`src/hdl/sedrv_pkg.sv`:
```
package sedrv_pkg;

    // default chain capacity in register bytes
    localparam int MAX_BYTES_DEF = 4;

    // depth of the command queue between front and back
    localparam int Q_DEPTH = 2;

    // bits in one register byte
    localparam int BYTE_BITS = 8;

    // full-scale clamp limits for the analog reply
    localparam logic [4:0] ABITS_MIN = 5'd1;
    localparam logic [4:0] ABITS_MAX = 5'd16;

    // register addresses of the configuration port (word index)
    localparam logic REG_CHAIN_BYTES = 1'b0;
    localparam logic REG_ANALOG_BITS = 1'b1;

    // reset values of the configuration registers
    localparam logic [2:0] CHAIN_BYTES_RST = 3'd4;
    localparam logic [4:0] ANALOG_BITS_RST = 5'd10;

    // request codes
    typedef enum logic [2:0] {
        ACT_SHIFT_BIT  = 3'd0,
        ACT_SHIFT_BYTE = 3'd1,
        ACT_LATCH      = 3'd2,
        ACT_WRITE_PIN  = 3'd3,
        ACT_MASK_BYTE  = 3'd4,
        ACT_READ_PIN   = 3'd5,
        ACT_UPLOAD     = 3'd6
    } t_action;

    // result kinds
    localparam logic [1:0] KIND_SERIAL = 2'd0;
    localparam logic [1:0] KIND_LATCH  = 2'd1;
    localparam logic [1:0] KIND_READ   = 2'd2;

    // configuration seen by the front
    typedef struct packed {
        logic [2:0] chain_bytes;
        logic [4:0] analog_bits;
    } t_cfg;

    // what follows the serial bits of one command
    typedef struct packed {
        logic        latch;
        logic        rd;
        logic        level;
        logic [15:0] analog;
    } t_tail_ctl;

    // back sequencer states
    typedef enum logic [1:0] {
        BK_IDLE,
        BK_BITS,
        BK_TAIL
    } t_bk_state;

endpackage

```
`src/hdl/sipo_expander_shadow_driver_core.sv`:
```
// Shadow driver for a chain of 8-bit serial-in parallel-out registers.
// Requests enter on the input channel (i_in_valid / o_in_ready) as one
// transaction each; every request turns into zero or more line events on
// the output channel (o_out_valid / i_out_ready): serial bits with a shift
// clock, latch pulses and read replies, with o_last on the final event.
// Configuration (chain length, analog resolution) is written over the APB
// port; the user must write it only while the block is idle, the block itself does not enforce it.
// Flow: a request is classified in the cycle it is accepted and queued;
// the back pops a command into its working registers and then emits one
// event per cycle into the output register while the output slot is free.
// A pin or masked write on a full 4-byte chain gives 32 bits plus latch.
// The front accepts new requests while the two-entry command queue has
// room, so it can take new requests before the back is through with the
// last one.
// Reset clears the shadow, the queue and the output register and loads
// the default configuration. When the receiver stalls, the held event stays
// put, the back stops, the queue fills and the input channel stalls.
module sipo_expander_shadow_driver_core
    import sedrv_pkg::*;
#(
    parameter int MAX_BYTES = MAX_BYTES_DEF
)
(
    input  logic        i_clk,
    input  logic        i_rst_n,
    input  logic        psel,
    input  logic        penable,
    input  logic        pwrite,
    input  logic [2:0]  paddr,
    input  logic [31:0] pwdata,
    output logic [31:0] prdata,
    output logic        pready,
    input  logic        i_in_valid,
    output logic        o_in_ready,
    input  logic [2:0]  i_action,
    input  logic [7:0]  i_data_byte,
    input  logic [4:0]  i_pin,
    input  logic        i_value_bit,
    input  logic [1:0]  i_byte_from_end,
    input  logic        i_final_item,
    output logic        o_out_valid,
    input  logic        i_out_ready,
    output logic [1:0]  o_kind,
    output logic        o_serial_bit,
    output logic        o_read_level,
    output logic [15:0] o_read_analog,
    output logic        o_last
);

    localparam int DATA_W = MAX_BYTES * BYTE_BITS;
    localparam int CNT_W = $clog2(DATA_W + 1);
    localparam int ENT_W = CNT_W + DATA_W + $bits(t_tail_ctl);

    t_cfg             cfg;
    logic             q_full;
    logic             q_push;
    logic [ENT_W-1:0] q_wdata;
    logic             q_valid;
    logic             q_pop;
    logic [ENT_W-1:0] q_rdata;

    // configuration registers
    sedrv_regs u_regs (
        .i_clk   (i_clk),
        .i_rst_n (i_rst_n),
        .psel    (psel),
        .penable (penable),
        .pwrite  (pwrite),
        .paddr   (paddr),
        .pwdata  (pwdata),
        .prdata  (prdata),
        .pready  (pready),
        .o_cfg   (cfg)
    );

    // front: shadow update and command classification
    sedrv_front #(
        .MAX_BYTES (MAX_BYTES)
    ) u_front (
        .i_clk           (i_clk),
        .i_rst_n         (i_rst_n),
        .i_cfg           (cfg),
        .i_in_valid      (i_in_valid),
        .o_in_ready      (o_in_ready),
        .i_action        (i_action),
        .i_data_byte     (i_data_byte),
        .i_pin           (i_pin),
        .i_value_bit     (i_value_bit),
        .i_byte_from_end (i_byte_from_end),
        .i_final_item    (i_final_item),
        .i_q_full        (q_full),
        .o_push          (q_push),
        .o_entry         (q_wdata)
    );

    // command queue between front and back
    sedrv_queue #(
        .WIDTH (ENT_W),
        .DEPTH (Q_DEPTH)
    ) u_queue (
        .i_clk   (i_clk),
        .i_rst_n (i_rst_n),
        .i_push  (q_push),
        .i_wdata (q_wdata),
        .o_full  (q_full),
        .i_pop   (q_pop),
        .o_valid (q_valid),
        .o_rdata (q_rdata)
    );

    // back: event sequencer and output register
    sedrv_back #(
        .MAX_BYTES (MAX_BYTES)
    ) u_back (
        .i_clk         (i_clk),
        .i_rst_n       (i_rst_n),
        .i_q_valid     (q_valid),
        .i_entry       (q_rdata),
        .o_pop         (q_pop),
        .o_out_valid   (o_out_valid),
        .i_out_ready   (i_out_ready),
        .o_kind        (o_kind),
        .o_serial_bit  (o_serial_bit),
        .o_read_level  (o_read_level),
        .o_read_analog (o_read_analog),
        .o_last        (o_last)
    );

endmodule

```
`src/hdl/sedrv_regs.sv`:
```
module sedrv_regs
    import sedrv_pkg::*;
(
    input  logic        i_clk,
    input  logic        i_rst_n,
    input  logic        psel,
    input  logic        penable,
    input  logic        pwrite,
    input  logic [2:0]  paddr,
    input  logic [31:0] pwdata,
    output logic [31:0] prdata,
    output logic        pready,
    output t_cfg        o_cfg
);

    logic [2:0] r_chain_bytes;
    logic [4:0] r_analog_bits;
    logic       wr_en;

    assign pready = 1'b1;
    assign wr_en  = psel & penable & pwrite & pready;

    // register writes on the access cycle
    always_ff @(posedge i_clk) begin
        if (!i_rst_n) begin
            r_chain_bytes <= CHAIN_BYTES_RST;
            r_analog_bits <= ANALOG_BITS_RST;
        end else if (wr_en) begin
            unique case (paddr[2])
                REG_CHAIN_BYTES: r_chain_bytes <= pwdata[2:0];
                REG_ANALOG_BITS: r_analog_bits <= pwdata[4:0];
                default: ;
            endcase
        end
    end

    // read-back mux
    always_comb begin
        unique case (paddr[2])
            REG_CHAIN_BYTES: prdata = {29'd0, r_chain_bytes};
            REG_ANALOG_BITS: prdata = {27'd0, r_analog_bits};
            default:         prdata = 32'd0;
        endcase
    end

    assign o_cfg.chain_bytes = r_chain_bytes;
    assign o_cfg.analog_bits = r_analog_bits;

endmodule

```
`src/hdl/sedrv_front.sv`:
```
module sedrv_front
    import sedrv_pkg::*;
#(
    parameter int MAX_BYTES = MAX_BYTES_DEF,
    localparam int DATA_W = MAX_BYTES * BYTE_BITS,
    localparam int CNT_W = $clog2(DATA_W + 1),
    localparam int ENT_W = CNT_W + DATA_W + $bits(t_tail_ctl)
)
(
    input  logic             i_clk,
    input  logic             i_rst_n,
    input  t_cfg             i_cfg,
    input  logic             i_in_valid,
    output logic             o_in_ready,
    input  logic [2:0]       i_action,
    input  logic [7:0]       i_data_byte,
    input  logic [4:0]       i_pin,
    input  logic             i_value_bit,
    input  logic [1:0]       i_byte_from_end,
    input  logic             i_final_item,
    input  logic             i_q_full,
    output logic             o_push,
    output logic [ENT_W-1:0] o_entry
);

    localparam int LEN_W = $clog2(MAX_BYTES + 1);

    logic [7:0]       r_shadow [MAX_BYTES];
    logic [7:0]       n_shadow [MAX_BYTES];
    logic [7:0]       nxt_byte [MAX_BYTES];
    logic [LEN_W-1:0] len;
    logic [3:0]       len4;
    logic             pin_ok;
    logic [3:0]       pin_idx;
    logic             bfe_ok;
    logic [3:0]       bfe_idx;
    logic [7:0]       pin_mask;
    logic             rd_level;
    logic [4:0]       abits;
    logic [15:0]      full_scale;
    logic [DATA_W-1:0] upl_data;
    logic             has_res;
    logic [CNT_W-1:0] nbits;
    logic [DATA_W-1:0] data;
    t_tail_ctl        ctl;
    logic             accept;

    // effective chain length and decoded positions
    always_comb begin
        if (i_cfg.chain_bytes > 3'(MAX_BYTES)) begin
            len = LEN_W'(MAX_BYTES);
        end else begin
            len = LEN_W'(i_cfg.chain_bytes);
        end
        len4     = 4'(len);
        pin_ok   = (len4 != 4'd0) && (4'(i_pin[4:3]) < len4);
        pin_idx  = len4 - 4'(i_pin[4:3]) - 4'd1;
        bfe_ok   = 4'(i_byte_from_end) < len4;
        bfe_idx  = len4 - 4'(i_byte_from_end) - 4'd1;
        pin_mask = 8'd1 << i_pin[2:0];
    end

    // neighbor byte feeding each shadow byte on a shift
    always_comb begin
        for (int i = 0; i < MAX_BYTES - 1; i++) begin
            nxt_byte[i] = r_shadow[i + 1];
        end
        nxt_byte[MAX_BYTES - 1] = 8'h00;
    end

    // shadow bit of the pin being read
    always_comb begin
        rd_level = 1'b0;
        for (int i = 0; i < MAX_BYTES; i++) begin
            if (pin_ok && pin_idx == 4'(i)) begin
                rd_level = r_shadow[i][i_pin[2:0]];
            end
        end
    end

    // analog full scale, resolution clamped to 1..16
    always_comb begin
        if (i_cfg.analog_bits < ABITS_MIN) begin
            abits = ABITS_MIN;
        end else if (i_cfg.analog_bits > ABITS_MAX) begin
            abits = ABITS_MAX;
        end else begin
            abits = i_cfg.analog_bits;
        end
        full_scale = ~(16'hFFFF << abits);
    end

    // shadow update for the current request
    always_comb begin
        n_shadow = r_shadow;
        for (int i = 0; i < MAX_BYTES; i++) begin
            unique case (i_action)
                ACT_SHIFT_BIT: begin
                    if (4'(i) + 4'd1 < len4) begin
                        n_shadow[i] = {r_shadow[i][6:0], nxt_byte[i][7]};
                    end else if (4'(i) + 4'd1 == len4) begin
                        n_shadow[i] = {r_shadow[i][6:0], i_value_bit};
                    end
                end
                ACT_SHIFT_BYTE: begin
                    if (4'(i) + 4'd1 < len4) begin
                        n_shadow[i] = nxt_byte[i];
                    end else if (4'(i) + 4'd1 == len4) begin
                        n_shadow[i] = i_data_byte;
                    end
                end
                ACT_WRITE_PIN: begin
                    if (pin_ok && pin_idx == 4'(i)) begin
                        n_shadow[i] = i_value_bit ? (r_shadow[i] | pin_mask)
                                                  : (r_shadow[i] & ~pin_mask);
                    end
                end
                ACT_MASK_BYTE: begin
                    if (bfe_ok && bfe_idx == 4'(i)) begin
                        n_shadow[i] = i_value_bit ? (r_shadow[i] | i_data_byte)
                                                  : (r_shadow[i] & ~i_data_byte);
                    end
                end
                default: ;
            endcase
        end
    end

    // serialized image of the updated shadow, byte 0 on top
    always_comb begin
        for (int i = 0; i < MAX_BYTES; i++) begin
            upl_data[(MAX_BYTES - 1 - i) * BYTE_BITS +: BYTE_BITS] = n_shadow[i];
        end
    end

    // classify the request into a command for the back
    always_comb begin
        has_res = 1'b0;
        nbits   = '0;
        data    = '0;
        ctl     = '0;
        unique case (i_action)
            ACT_SHIFT_BIT: begin
                has_res = 1'b1;
                nbits   = CNT_W'(1);
                data    = DATA_W'(i_value_bit) << (DATA_W - 1);
            end
            ACT_SHIFT_BYTE: begin
                has_res = 1'b1;
                nbits   = CNT_W'(BYTE_BITS);
                data    = DATA_W'(i_data_byte) << (DATA_W - BYTE_BITS);
            end
            ACT_LATCH: begin
                has_res   = 1'b1;
                ctl.latch = 1'b1;
            end
            ACT_WRITE_PIN: begin
                has_res   = pin_ok;
                nbits     = CNT_W'({len, 3'b000});
                data      = upl_data;
                ctl.latch = 1'b1;
            end
            ACT_MASK_BYTE: begin
                has_res   = (len4 != 4'd0) && i_final_item;
                nbits     = CNT_W'({len, 3'b000});
                data      = upl_data;
                ctl.latch = 1'b1;
            end
            ACT_READ_PIN: begin
                has_res    = 1'b1;
                ctl.rd     = 1'b1;
                ctl.level  = rd_level;
                ctl.analog = rd_level ? full_scale : 16'd0;
            end
            ACT_UPLOAD: begin
                has_res = len4 != 4'd0;
                nbits   = CNT_W'({len, 3'b000});
                data    = upl_data;
            end
            default: ;
        endcase
    end

    assign o_in_ready = !i_q_full;
    assign accept     = i_in_valid && o_in_ready;
    assign o_push     = accept && has_res;
    assign o_entry    = {nbits, data, ctl};

    // shadow register, cleared at reset
    always_ff @(posedge i_clk) begin
        if (!i_rst_n) begin
            for (int i = 0; i < MAX_BYTES; i++) begin
                r_shadow[i] <= 8'h00;
            end
        end else if (accept) begin
            r_shadow <= n_shadow;
        end
    end

endmodule

```
`src/hdl/sedrv_queue.sv`:
```
module sedrv_queue
    import sedrv_pkg::*;
#(
    parameter int WIDTH = 8,
    parameter int DEPTH = Q_DEPTH
)
(
    input  logic             i_clk,
    input  logic             i_rst_n,
    input  logic             i_push,
    input  logic [WIDTH-1:0] i_wdata,
    output logic             o_full,
    input  logic             i_pop,
    output logic             o_valid,
    output logic [WIDTH-1:0] o_rdata
);

    localparam int PTR_W = (DEPTH > 1) ? $clog2(DEPTH) : 1;
    localparam int CNT_W = $clog2(DEPTH + 1);

    logic [WIDTH-1:0] r_mem [DEPTH];
    logic [PTR_W-1:0] r_wr_ptr;
    logic [PTR_W-1:0] r_rd_ptr;
    logic [CNT_W-1:0] r_count;
    logic             do_push;
    logic             do_pop;

    assign o_full  = r_count == CNT_W'(DEPTH);
    assign o_valid = r_count != '0;
    assign o_rdata = r_mem[r_rd_ptr];
    assign do_push = i_push && !o_full;
    assign do_pop  = i_pop && o_valid;

    // entry storage
    always_ff @(posedge i_clk) begin
        if (do_push) begin
            r_mem[r_wr_ptr] <= i_wdata;
        end
    end

    // pointers and fill count
    always_ff @(posedge i_clk) begin
        if (!i_rst_n) begin
            r_wr_ptr <= '0;
            r_rd_ptr <= '0;
            r_count  <= '0;
        end else begin
            if (do_push) begin
                r_wr_ptr <= (r_wr_ptr == PTR_W'(DEPTH - 1)) ? '0 : r_wr_ptr + 1'b1;
            end
            if (do_pop) begin
                r_rd_ptr <= (r_rd_ptr == PTR_W'(DEPTH - 1)) ? '0 : r_rd_ptr + 1'b1;
            end
            unique case ({do_push, do_pop})
                2'b10:   r_count <= r_count + 1'b1;
                2'b01:   r_count <= r_count - 1'b1;
                default: ;
            endcase
        end
    end

endmodule

```
`src/hdl/sedrv_back.sv`:
```
module sedrv_back
    import sedrv_pkg::*;
#(
    parameter int MAX_BYTES = MAX_BYTES_DEF,
    localparam int DATA_W = MAX_BYTES * BYTE_BITS,
    localparam int CNT_W = $clog2(DATA_W + 1),
    localparam int ENT_W = CNT_W + DATA_W + $bits(t_tail_ctl)
)
(
    input  logic             i_clk,
    input  logic             i_rst_n,
    input  logic             i_q_valid,
    input  logic [ENT_W-1:0] i_entry,
    output logic             o_pop,
    output logic             o_out_valid,
    input  logic             i_out_ready,
    output logic [1:0]       o_kind,
    output logic             o_serial_bit,
    output logic             o_read_level,
    output logic [15:0]      o_read_analog,
    output logic             o_last
);

    localparam int CTL_W = $bits(t_tail_ctl);

    t_bk_state         r_state;
    t_bk_state         n_state;
    logic [DATA_W-1:0] r_data;
    logic [DATA_W-1:0] n_data;
    logic [CNT_W-1:0]  r_cnt;
    logic [CNT_W-1:0]  n_cnt;
    t_tail_ctl         r_ctl;
    t_tail_ctl         n_ctl;

    logic              r_out_valid;
    logic [1:0]        r_kind;
    logic              r_sbit;
    logic              r_lvl;
    logic [15:0]       r_ana;
    logic              r_last;

    logic              slot_free;
    logic              emit;
    logic [1:0]        e_kind;
    logic              e_sbit;
    logic              e_lvl;
    logic [15:0]       e_ana;
    logic              e_last;

    logic [CNT_W-1:0]  ent_cnt;
    logic [DATA_W-1:0] ent_data;
    t_tail_ctl         ent_ctl;

    assign ent_cnt   = i_entry[ENT_W-1 -: CNT_W];
    assign ent_data  = i_entry[CTL_W +: DATA_W];
    assign ent_ctl   = t_tail_ctl'(i_entry[CTL_W-1:0]);
    assign slot_free = !r_out_valid || i_out_ready;

    // state register
    always_ff @(posedge i_clk) begin
        if (!i_rst_n) begin
            r_state <= BK_IDLE;
        end else begin
            r_state <= n_state;
        end
    end

    // command working registers
    always_ff @(posedge i_clk) begin
        r_data <= n_data;
        r_cnt  <= n_cnt;
        r_ctl  <= n_ctl;
    end

    // sequencer: serial bits first, then latch pulse or read reply
    always_comb begin
        n_state = r_state;
        n_data  = r_data;
        n_cnt   = r_cnt;
        n_ctl   = r_ctl;
        o_pop   = 1'b0;
        emit    = 1'b0;
        e_kind  = KIND_SERIAL;
        e_sbit  = 1'b0;
        e_lvl   = 1'b0;
        e_ana   = 16'd0;
        e_last  = 1'b0;
        unique case (r_state)
            BK_IDLE: begin
                if (i_q_valid) begin
                    o_pop   = 1'b1;
                    n_data  = ent_data;
                    n_cnt   = ent_cnt;
                    n_ctl   = ent_ctl;
                    n_state = (ent_cnt != '0) ? BK_BITS : BK_TAIL;
                end
            end
            BK_BITS: begin
                if (slot_free) begin
                    emit   = 1'b1;
                    e_kind = KIND_SERIAL;
                    e_sbit = r_data[DATA_W-1];
                    e_last = (r_cnt == CNT_W'(1)) && !r_ctl.latch && !r_ctl.rd;
                    n_data = r_data << 1;
                    n_cnt  = r_cnt - 1'b1;
                    if (r_cnt == CNT_W'(1)) begin
                        n_state = (r_ctl.latch || r_ctl.rd) ? BK_TAIL : BK_IDLE;
                    end
                end
            end
            BK_TAIL: begin
                if (slot_free) begin
                    emit    = 1'b1;
                    e_last  = 1'b1;
                    n_state = BK_IDLE;
                    if (r_ctl.rd) begin
                        e_kind = KIND_READ;
                        e_lvl  = r_ctl.level;
                        e_ana  = r_ctl.analog;
                    end else begin
                        e_kind = KIND_LATCH;
                    end
                end
            end
            default: n_state = BK_IDLE;
        endcase
    end

    // output register
    always_ff @(posedge i_clk) begin
        if (!i_rst_n) begin
            r_out_valid <= 1'b0;
        end else if (emit) begin
            r_out_valid <= 1'b1;
        end else if (i_out_ready) begin
            r_out_valid <= 1'b0;
        end
    end

    always_ff @(posedge i_clk) begin
        if (emit) begin
            r_kind <= e_kind;
            r_sbit <= e_sbit;
            r_lvl  <= e_lvl;
            r_ana  <= e_ana;
            r_last <= e_last;
        end
    end

    assign o_out_valid   = r_out_valid;
    assign o_kind        = r_kind;
    assign o_serial_bit  = r_sbit;
    assign o_read_level  = r_lvl;
    assign o_read_analog = r_ana;
    assign o_last        = r_last;

    // a command in the bit phase always has bits left
    a_bits_nonzero: assert property (@(posedge i_clk) disable iff (!i_rst_n)
        r_state == BK_BITS |-> r_cnt != '0)
        else $error("bit phase with empty bit count");

    // the queue is only popped when it holds a command
    a_pop_valid: assert property (@(posedge i_clk) disable iff (!i_rst_n)
        o_pop |-> i_q_valid && r_state == BK_IDLE)
        else $error("pop from empty queue or busy back");

    // latch pulses and read replies always close their transaction
    a_tail_last: assert property (@(posedge i_clk) disable iff (!i_rst_n)
        r_out_valid && r_kind != KIND_SERIAL |-> r_last)
        else $error("tail result without last");

    // a held result does not change while stalled
    a_out_hold: assert property (@(posedge i_clk) disable iff (!i_rst_n)
        r_out_valid && !i_out_ready |=> r_out_valid && $stable(r_kind) && $stable(r_last))
        else $error("stalled result changed");

endmodule

```
`config.mk`:
```
export PLATFORM = sky130hd
export DESIGN_NAME = sipo_expander_shadow_driver_core
export DESIGN_NICKNAME = d
export VERILOG_FILES = /design/src/hdl/sedrv_pkg.sv /design/src/hdl/sipo_expander_shadow_driver_core.sv /design/src/hdl/sedrv_regs.sv /design/src/hdl/sedrv_front.sv /design/src/hdl/sedrv_queue.sv /design/src/hdl/sedrv_back.sv
export SDC_FILE = /design/constraint.sdc
export NUM_CORES = 1
export LEC_CHECK = 0
export ABC_AREA = 0
export BUFFER_PORTS_ARGS = -buffer_cell sky130_fd_sc_hd__buf_2
export CORE_MARGIN = 2
export CORE_UTILIZATION = 55
export DETAILED_ROUTE_END_ITERATION = 10
export PLACE_DENSITY = 0.79
export SETUP_SLACK_MARGIN = 0.02
export SLEW_MARGIN = 25
export SYNTH_ARGS = -nofsm -noshare
export SYNTH_HDL_FRONTEND = slang
export SYNTH_SLANG_ARGS = --single-unit
```
`constraint.sdc`:
```
create_clock -name i_clk -period 13.7 [get_ports i_clk]
set_clock_uncertainty 0.1 [all_clocks]
set_input_delay 0 -clock i_clk [delete_from_list [all_inputs] [get_ports i_clk]]
set_output_delay 0 -clock i_clk [all_outputs]
set_load 0.01 [all_outputs]
```
## Word-level counts from Yosys, hierarchy flattened

Memories as Yosys holds them, arrays and structs flattened. A register that Yosys moved wholly into a read port is not among the register bits.
Cells that the tools add are included.

| storage, ports and cells | value |
|---|---|
| bits in registers | 125 |
| bits in latches | 0 |
| bits in writable memories | 114 |
| bits in read-only memories | 0 |
| input port bits | 62 |
| output and inout bits | 56 |
| logic and storage cells | 224 |
| memories | 1 |

Memories:

| name | depth | bits a word | rd ports | clocked after memory_dff | wr ports | line | RTL |
|---|---|---|---|---|---|---|---|
| u_queue.r_mem | 2 | 57 | 1 | 1 | 1 | sedrv_queue.sv:21 | `logic [WIDTH-1:0] r_mem [DEPTH];` |

| operators by class | value |
|---|---|
| add/sub/neg operators | 9 |
| $mul | 0 |
| div/mod/pow operators | 0 |
| order comparisons | 10 |
| equal/unequal tests | 26 |
| shift-type cells | 2 |
| multiplexer cells | 87 |
| bitwise logic cells | 22 |
| reduce and logical (&&, ||, !) cells | 45 |

Operators with widths:

| operator | count |
|---|---|
| 2-to-1 mux 8 bit | 32 |
| one-hot mux 32 bit (2 select lines) | 2 |
| one-hot mux 8 bit (4 select lines) | 4 |
| one-hot mux 32 bit (3 select lines) | 1 |
| AND 8 bit | 8 |
| 2-to-1 mux 32 bit | 2 |
| OR 8 bit | 8 |
| 2-to-1 mux 1 bit | 22 |
| 2-to-1 mux 18 bit | 1 |
| one-hot mux 6 bit (3 select lines) | 1 |
| equality test 4 x 2 -> 1 bit (second input constant) | 4 |
| logical AND 1 bit | 16 |
| 2-to-1 mux 16 bit | 1 |
| inverter 16 bit | 1 |
| inverter 8 bit | 2 |
| left shift 16 x 5 -> 16 bit (first input constant) | 1 |
| 2-to-1 mux 2 bit | 7 |
| binary-select mux 1 bit (select 3 bit) | 4 |
| 2-to-1 mux 6 bit | 2 |
| one-hot mux 6 bit (2 select lines) | 1 |
| 2-to-1 mux 5 bit | 2 |
| AND reduction 2 bit | 5 |
| equality test 3 bit (second input constant) | 3 |
| equality test 4 x 1 -> 1 bit (second input constant) | 2 |
| 46 further kinds | 69 |

## Longest topological paths before layout

| logic depth | value |
|---|---|
| word-level depth | 12 |
| depth in mapped cells | 15 |
| mapped depth without buffers | 12 |

## By module

Synthesis repeated with hierarchy kept, for this count alone.

| second synthesis, totals | value |
|---|---|
| cells, all modules | 1221 |
| area, all modules | 13206.4 um^2 |

Modules (own cells, without submodules):

| module | instances | cells each | area each (um^2) | seq. area each (um^2) |
|---|---|---|---|---|
| sedrv_front | 1 | 752 | 4958.5 | 640.6 |
| sedrv_queue | 1 | 203 | 4341.7 | 3523.4 |
| sedrv_back | 1 | 195 | 3285.7 | 2402.3 |
| sedrv_regs | 1 | 71 | 620.6 | 160.2 |

## Worst setup path before layout

Ideal clock, no wire load.

| timing path | value |
|---|---|
| kind | register to register |
| start | reg u_regs.r_chain_bytes[2] |
| end | mem u_queue.r_mem[0][0] (netlist bit), enable pin |
| arrival | 4.411 ns |
| required time | 13.132 ns |
| path slack | 8.721 ns |
| stages on the path, launching flop included | 13 |
| buffers on the path | 3 |
| path through | dfxtp_1 buf_6 buf_2 inv_1 clkbuf_1 nand2_1 inv_1 ha_1 nor2b_1 o311a_1 nor2_1 o21ai_1 nor2_1 |

| between the ends | value |
|---|---|
| cells in the longest elaborated chain, start to end | 9 |
| elaborated cells on any way between the ends | 12 |
| classes of those cells | order compare (2); mux (4); reduce/logical (6) |

RTL lines:

| what | line | RTL |
|---|---|---|
| start, declared | sedrv_regs.sv:16 | `logic [2:0] r_chain_bytes;` |
| start signal, assigned | sedrv_regs.sv:30 | `REG_CHAIN_BYTES: r_chain_bytes <= pwdata[2:0];` |
| greater-than comparator 3 bit | sedrv_front.sv:50 | `if (i_cfg.chain_bytes > 3'(MAX_BYTES)) begin` |
| 2-to-1 mux 3 bit * | sedrv_front.sv:50 |  |
| less-than comparator 2 x 3 -> 1 bit (tied with other cells) | sedrv_front.sv:56 | `pin_ok = (len4 != 4'd0) && (4'(i_pin[4:3]) < len4);` |
| logical AND 1 bit (on tied branches) | sedrv_front.sv:56, sedrv_front.sv:164 |  |
| one-hot mux 1 bit (4 select lines) * | sedrv_front.sv:142 | `unique case (i_action)` |
| logical AND 1 bit * | sedrv_front.sv:186 | `assign o_push = accept && has_res;` |
| logical AND 1 bit * | sedrv_queue.sv:31 | `assign do_push = i_push && !o_full;` |
| 2-to-1 mux 1 bit * | sedrv_queue.sv:36 | `if (do_push) begin` |
| 2-to-1 mux 1 bit (implied by the code) * | sedrv_queue.sv:37 | `r_mem[r_wr_ptr] <= i_wdata;` |
| end, declared | sedrv_queue.sv:21 |  |

Every way passes the cells marked *; elsewhere a longest branch is shown, timed or not.

## Final worst setup path

| timing path | value |
|---|---|
| start | reg u_regs.r_chain_bytes[2] |
| end | mem u_queue.r_mem[0][49] (netlist bit) (data pin) |

| between the ends | value |
|---|---|
| cells in the longest elaborated chain, start to end | 9 |
| elaborated cells on any way between the ends | 24 |
| classes of those cells | add/sub (4); order compare (4); eq/ne (1); mux (9); reduce/logical (6) |

RTL lines:

| what | line | RTL |
|---|---|---|
| greater-than comparator 3 bit | sedrv_front.sv:50 |  |
| 2-to-1 mux 3 bit * | sedrv_front.sv:50 |  |
| subtractor 3 x 2 -> 4 bit (on tied branches) | sedrv_front.sv:59, sedrv_front.sv:57 |  |
| subtractor 4 x 1 -> 4 bit (on tied branches) | sedrv_front.sv:59, sedrv_front.sv:57 |  |
| logical NOT 4 bit (on tied branches) | sedrv_front.sv:119, sedrv_front.sv:113 |  |
| logical AND 1 bit (on tied branches) | sedrv_front.sv:119, sedrv_front.sv:113 |  |
| 2-to-1 mux 8 bit (on tied branches) | sedrv_front.sv:119, sedrv_front.sv:113 |  |
| one-hot mux 8 bit (4 select lines) * | sedrv_front.sv:97 | `unique case (i_action)` |
| one-hot mux 32 bit (3 select lines) * | sedrv_front.sv:142 |  |
| net q_wdata[49] | sipo_expander_shadow_driver_core.sv:57 | `logic [ENT_W-1:0] q_wdata;` |

Mark *: on every way through the listed nets, which the timed path passes. The rest lies on a longest branch.

==> flow_summary.toml <==
[run_status]
status = "complete, no violations"

[place]
place_inst = 1543
dp_slack_ns = 9.16
port-buffer-count = 60
place_area_um2 = 13500
hpwlAfterDp_um = 22500
gp_congestion = 1.04

[clock_tree]
root_buffer = "clkbuf_16"
cts_setup_buffers = 0
cts_inserted_buffers = 24
cts-hold-fix-buffers = 26
clock-sinks = 236
path_clk_slew_ns = 0.06
postCtsResizedCells = 0
cts_tree = "done"
htree_levels = 1
clk_latency_ns = 0.54
clockBufferDepth = 3

[worst_setup_path]
crit_path_top_delay_cell = "o41a_1"
cp.arrival_ns = 4.85
path_class = "reg2reg"
crit_path_end_kind = "flip-flop"
r2r_cells = 11
rrSetupSlack_ns = 8.97
r2r-end = "u_queue.r_mem[0][49]"
r2r_start = "u_regs.r_chain_bytes[2]"
startpoint_type = "flip-flop"
path_cells = "buf_4 > inv_1 > nand2_1 > inv_1 > ha_1 > nor2b_1 > o41a_1 > nor3_2 > a21oi_1 > nor4_1 > o21ai_0"
critPathMaxFanout = 45
crit_start = "u_regs.r_chain_bytes[2]"
setup.worst_path.end = "u_queue.r_mem[0][49]"
worstPathRequired_ns = 13.81
crit_top_cell = "inv_1"
crit_path_max_incr_delay_ns = 0.74

[grt]
antenna_found_initial = 0
gr-total-overflow = 0
first_global_vias = 9928
grtUsageTotal = 0.274
grt_max_degree = 80
grt_pass1_wl_um = 55700

[drt]
wl_um = 35400
drtAntennaViolNets = 0
drtPass1Iterations = 6
via_per_inst = 6.58
vias = 10600
remaining_drc_errors = 0
drt_iter0_markers = 1471
wire_per_inst_um = 22.0

[finish]
fin_util = 0.616
final_area_um2 = 14500
layout.cells.non_filler = 1613
nNetsFinal = 1354
syn2layout_area_growth_pct = 9.55
drive_gt1_frac = 0.148
fillers = 1866
antenna_cells = 0

[die]
fp-row-count = 56
start_util = 0.562
die_h_um = 159
die_area_um2 = 25400
core_um2 = 23600
io_pins = 118
die_w_um = 159

[hold_path]
holdCritPathClass = "in2reg"

[logic_synthesis]
synth_most_common_cell = "edfxtp_1"
ys_seq_area_frac = 0.497
async_flop_share = 0
ys_warn_count = 0
yosys_most_used_dff = "edfxtp_1"
yosys-top-cells-area = "edfxtp_1 (43%), dfxtp_1 (7.2%), mux2i_1 (5.3%)"
synth_area_per_cell_um2 = 10.5
synth_cell_type_count = 77
synth_seq_cells = 236
synthCells = 1268
netlist_area_um2 = 13300
synth_top_area_cell = "edfxtp_1"
synth_common_cells = "edfxtp_1 (188), o21ai_0 (120), nand2_1 (98)"
synth.top_cell.area_share = 0.425
synth_edf_count = 188

[sta]
worst_pin_slew_ns = 0.949
drv_slew = 0
whs_ns = 0.0255
post-route-worst-setup-slack_ns = 8.97
maxSlewHeadroom = 0.367
setup-tns-final_ns = 0
max_freq_mhz = 211
timing.final.hold_violations = 0
period_needed_ns = 4.73
setup_violations = 0
finalCritPeriodShare = 0.345
rsz0062_at_grt = "no"

[pwr]
p_leak_nw = 5.31
ir_worst_vdd_uv = 131
power_mw = 2.38
power_density_nw_per_um2 = 164

[job]
cap_violations = 0
[cells by family (layout without fill, tap and decap cells)]
group                      Yosys count  count (layout)  synth area share
and+or+nand+nor                    370             370             0.145
AOI/OAI and AO/OA                  361             361             0.185
DFF                                236             236             0.497
buffers and inverters              173             173            0.0637
muxes                              102             102            0.0864
adders and majority gates           16              16            0.0162
xor gates and xnor gates             8               8           0.00528
other                                2              28          0.000566
[metal layers]
metal  global-route usage  part of all wire  vias to the layer above
met2                0.421              0.44                      705
met3               0.0565              0.12                      129
met5                    0                 0                        -
met1                0.387              0.40                     5052
li1                     -                 -                     4731
met4               0.0955             0.039                        0
[worst min path at each step]
stage	startpoint	endpoint	slack (ns)	cells after the start
4_1_cts	penable	u_regs.r_analog_bits[0]	0.01	4
3_5_place_dp	pwdata[4]	u_regs.r_analog_bits[4]	0.14	3
3_3_place_gp	pwdata[3]	u_regs.r_analog_bits[3]	0.12	3
5_1_grt	penable	u_regs.r_analog_bits[0]	0.05	4
2_1_floorplan	pwdata[1]	u_regs.r_analog_bits[1]	0.03	2
6_report	penable	u_regs.r_analog_bits[0]	0.03	4
[final cells by class]
| class | instances | area, um^2 | area share |
|---|---|---|---|
| Clock buffer | 31 | 627 | 0.0431 |
| Clock inverter | 13 | 143 | 0.00980 |
| Inverter | 20 | 75.1 | 0.00516 |
| Multi-Input combinational cell | 885 | 5960 | 0.410 |
| Sequential cell | 236 | 6610 | 0.454 |
| Tap cell | 319 | 399 | 0.0274 |
| Timing Repair Buffer | 109 | 733 | 0.0504 |
[cell usage in the layout (no fill, tap or decap), drive strengths merged, types with 6 or more instances in the layout]
| cell type | instances |
|---|---|
| o22ai | 14 |
| a31oi | 18 |
| o221ai | 14 |
| nand2b | 13 |
| nor3 | 37 |
| o21ai | 121 |
| mux4 | 6 |
| and2 | 28 |
| nand3 | 18 |
| inv | 21 |
| ha | 14 |
| o221a | 15 |
| nand4 | 8 |
| mux2i | 70 |
| o311ai | 8 |
| nor2b | 35 |
| clkbuf | 31 |
| mux2 | 26 |
| dfxtp | 48 |
| conb | 28 |
| or3 | 10 |
| dlygate4sd3 | 26 |
| nand2 | 98 |
| or2 | 11 |
| edfxtp | 188 |
| nor2 | 70 |
| a21oi | 53 |
| nor4 | 10 |
| o211a | 27 |
| clkinv | 9 |
| o211ai | 24 |
| buf | 83 |
| a211oi | 23 |
| a32oi | 6 |
[power by group]
part / internal (mW) / leakage [nW] / total [mW] / switching (mW)
Clock: 0.365 / 0.373 / 0.641 / 0.277
Sequential: 1.04 / 2.20 / 1.12 / 0.0824
Combinational: 0.210 / 2.73 / 0.622 / 0.412
Total: 1.61 / 5.31 / 2.38 / 0.771
[flip-flops by register name, indices dropped and copies added, names as in the netlist, named ones only]
name,count
u_back.o_serial_bit,1
u_back.o_out_valid,1
u_back.o_kind,2
u_back.o_last,1
u_back.r_cnt,6
u_queue.r_mem,110
u_back.r_state,2
u_back.r_data,32
u_queue.r_count,2
u_back.o_read_analog,16
u_regs.r_chain_bytes,3
u_regs.r_analog_bits,5
u_back.o_read_level,1
u_front.nxt_byte,24
u_front.r_shadow,8
u_queue.r_wr_ptr,1
u_back.r_ctl,19
u_queue.r_rd_ptr,1
[critical path, delay by kind of cell, from the launching register on]
kind / cells / cell delay, ns
DFF: 1 / 0.32
adders and majority gates: 1 / 0.32
and+or+nand+nor: 4 / 1.47
AOI/OAI and AO/OA: 3 / 1.17
buffers and inverters: 3 / 1.01
Power figures use the tool's default switching activity.
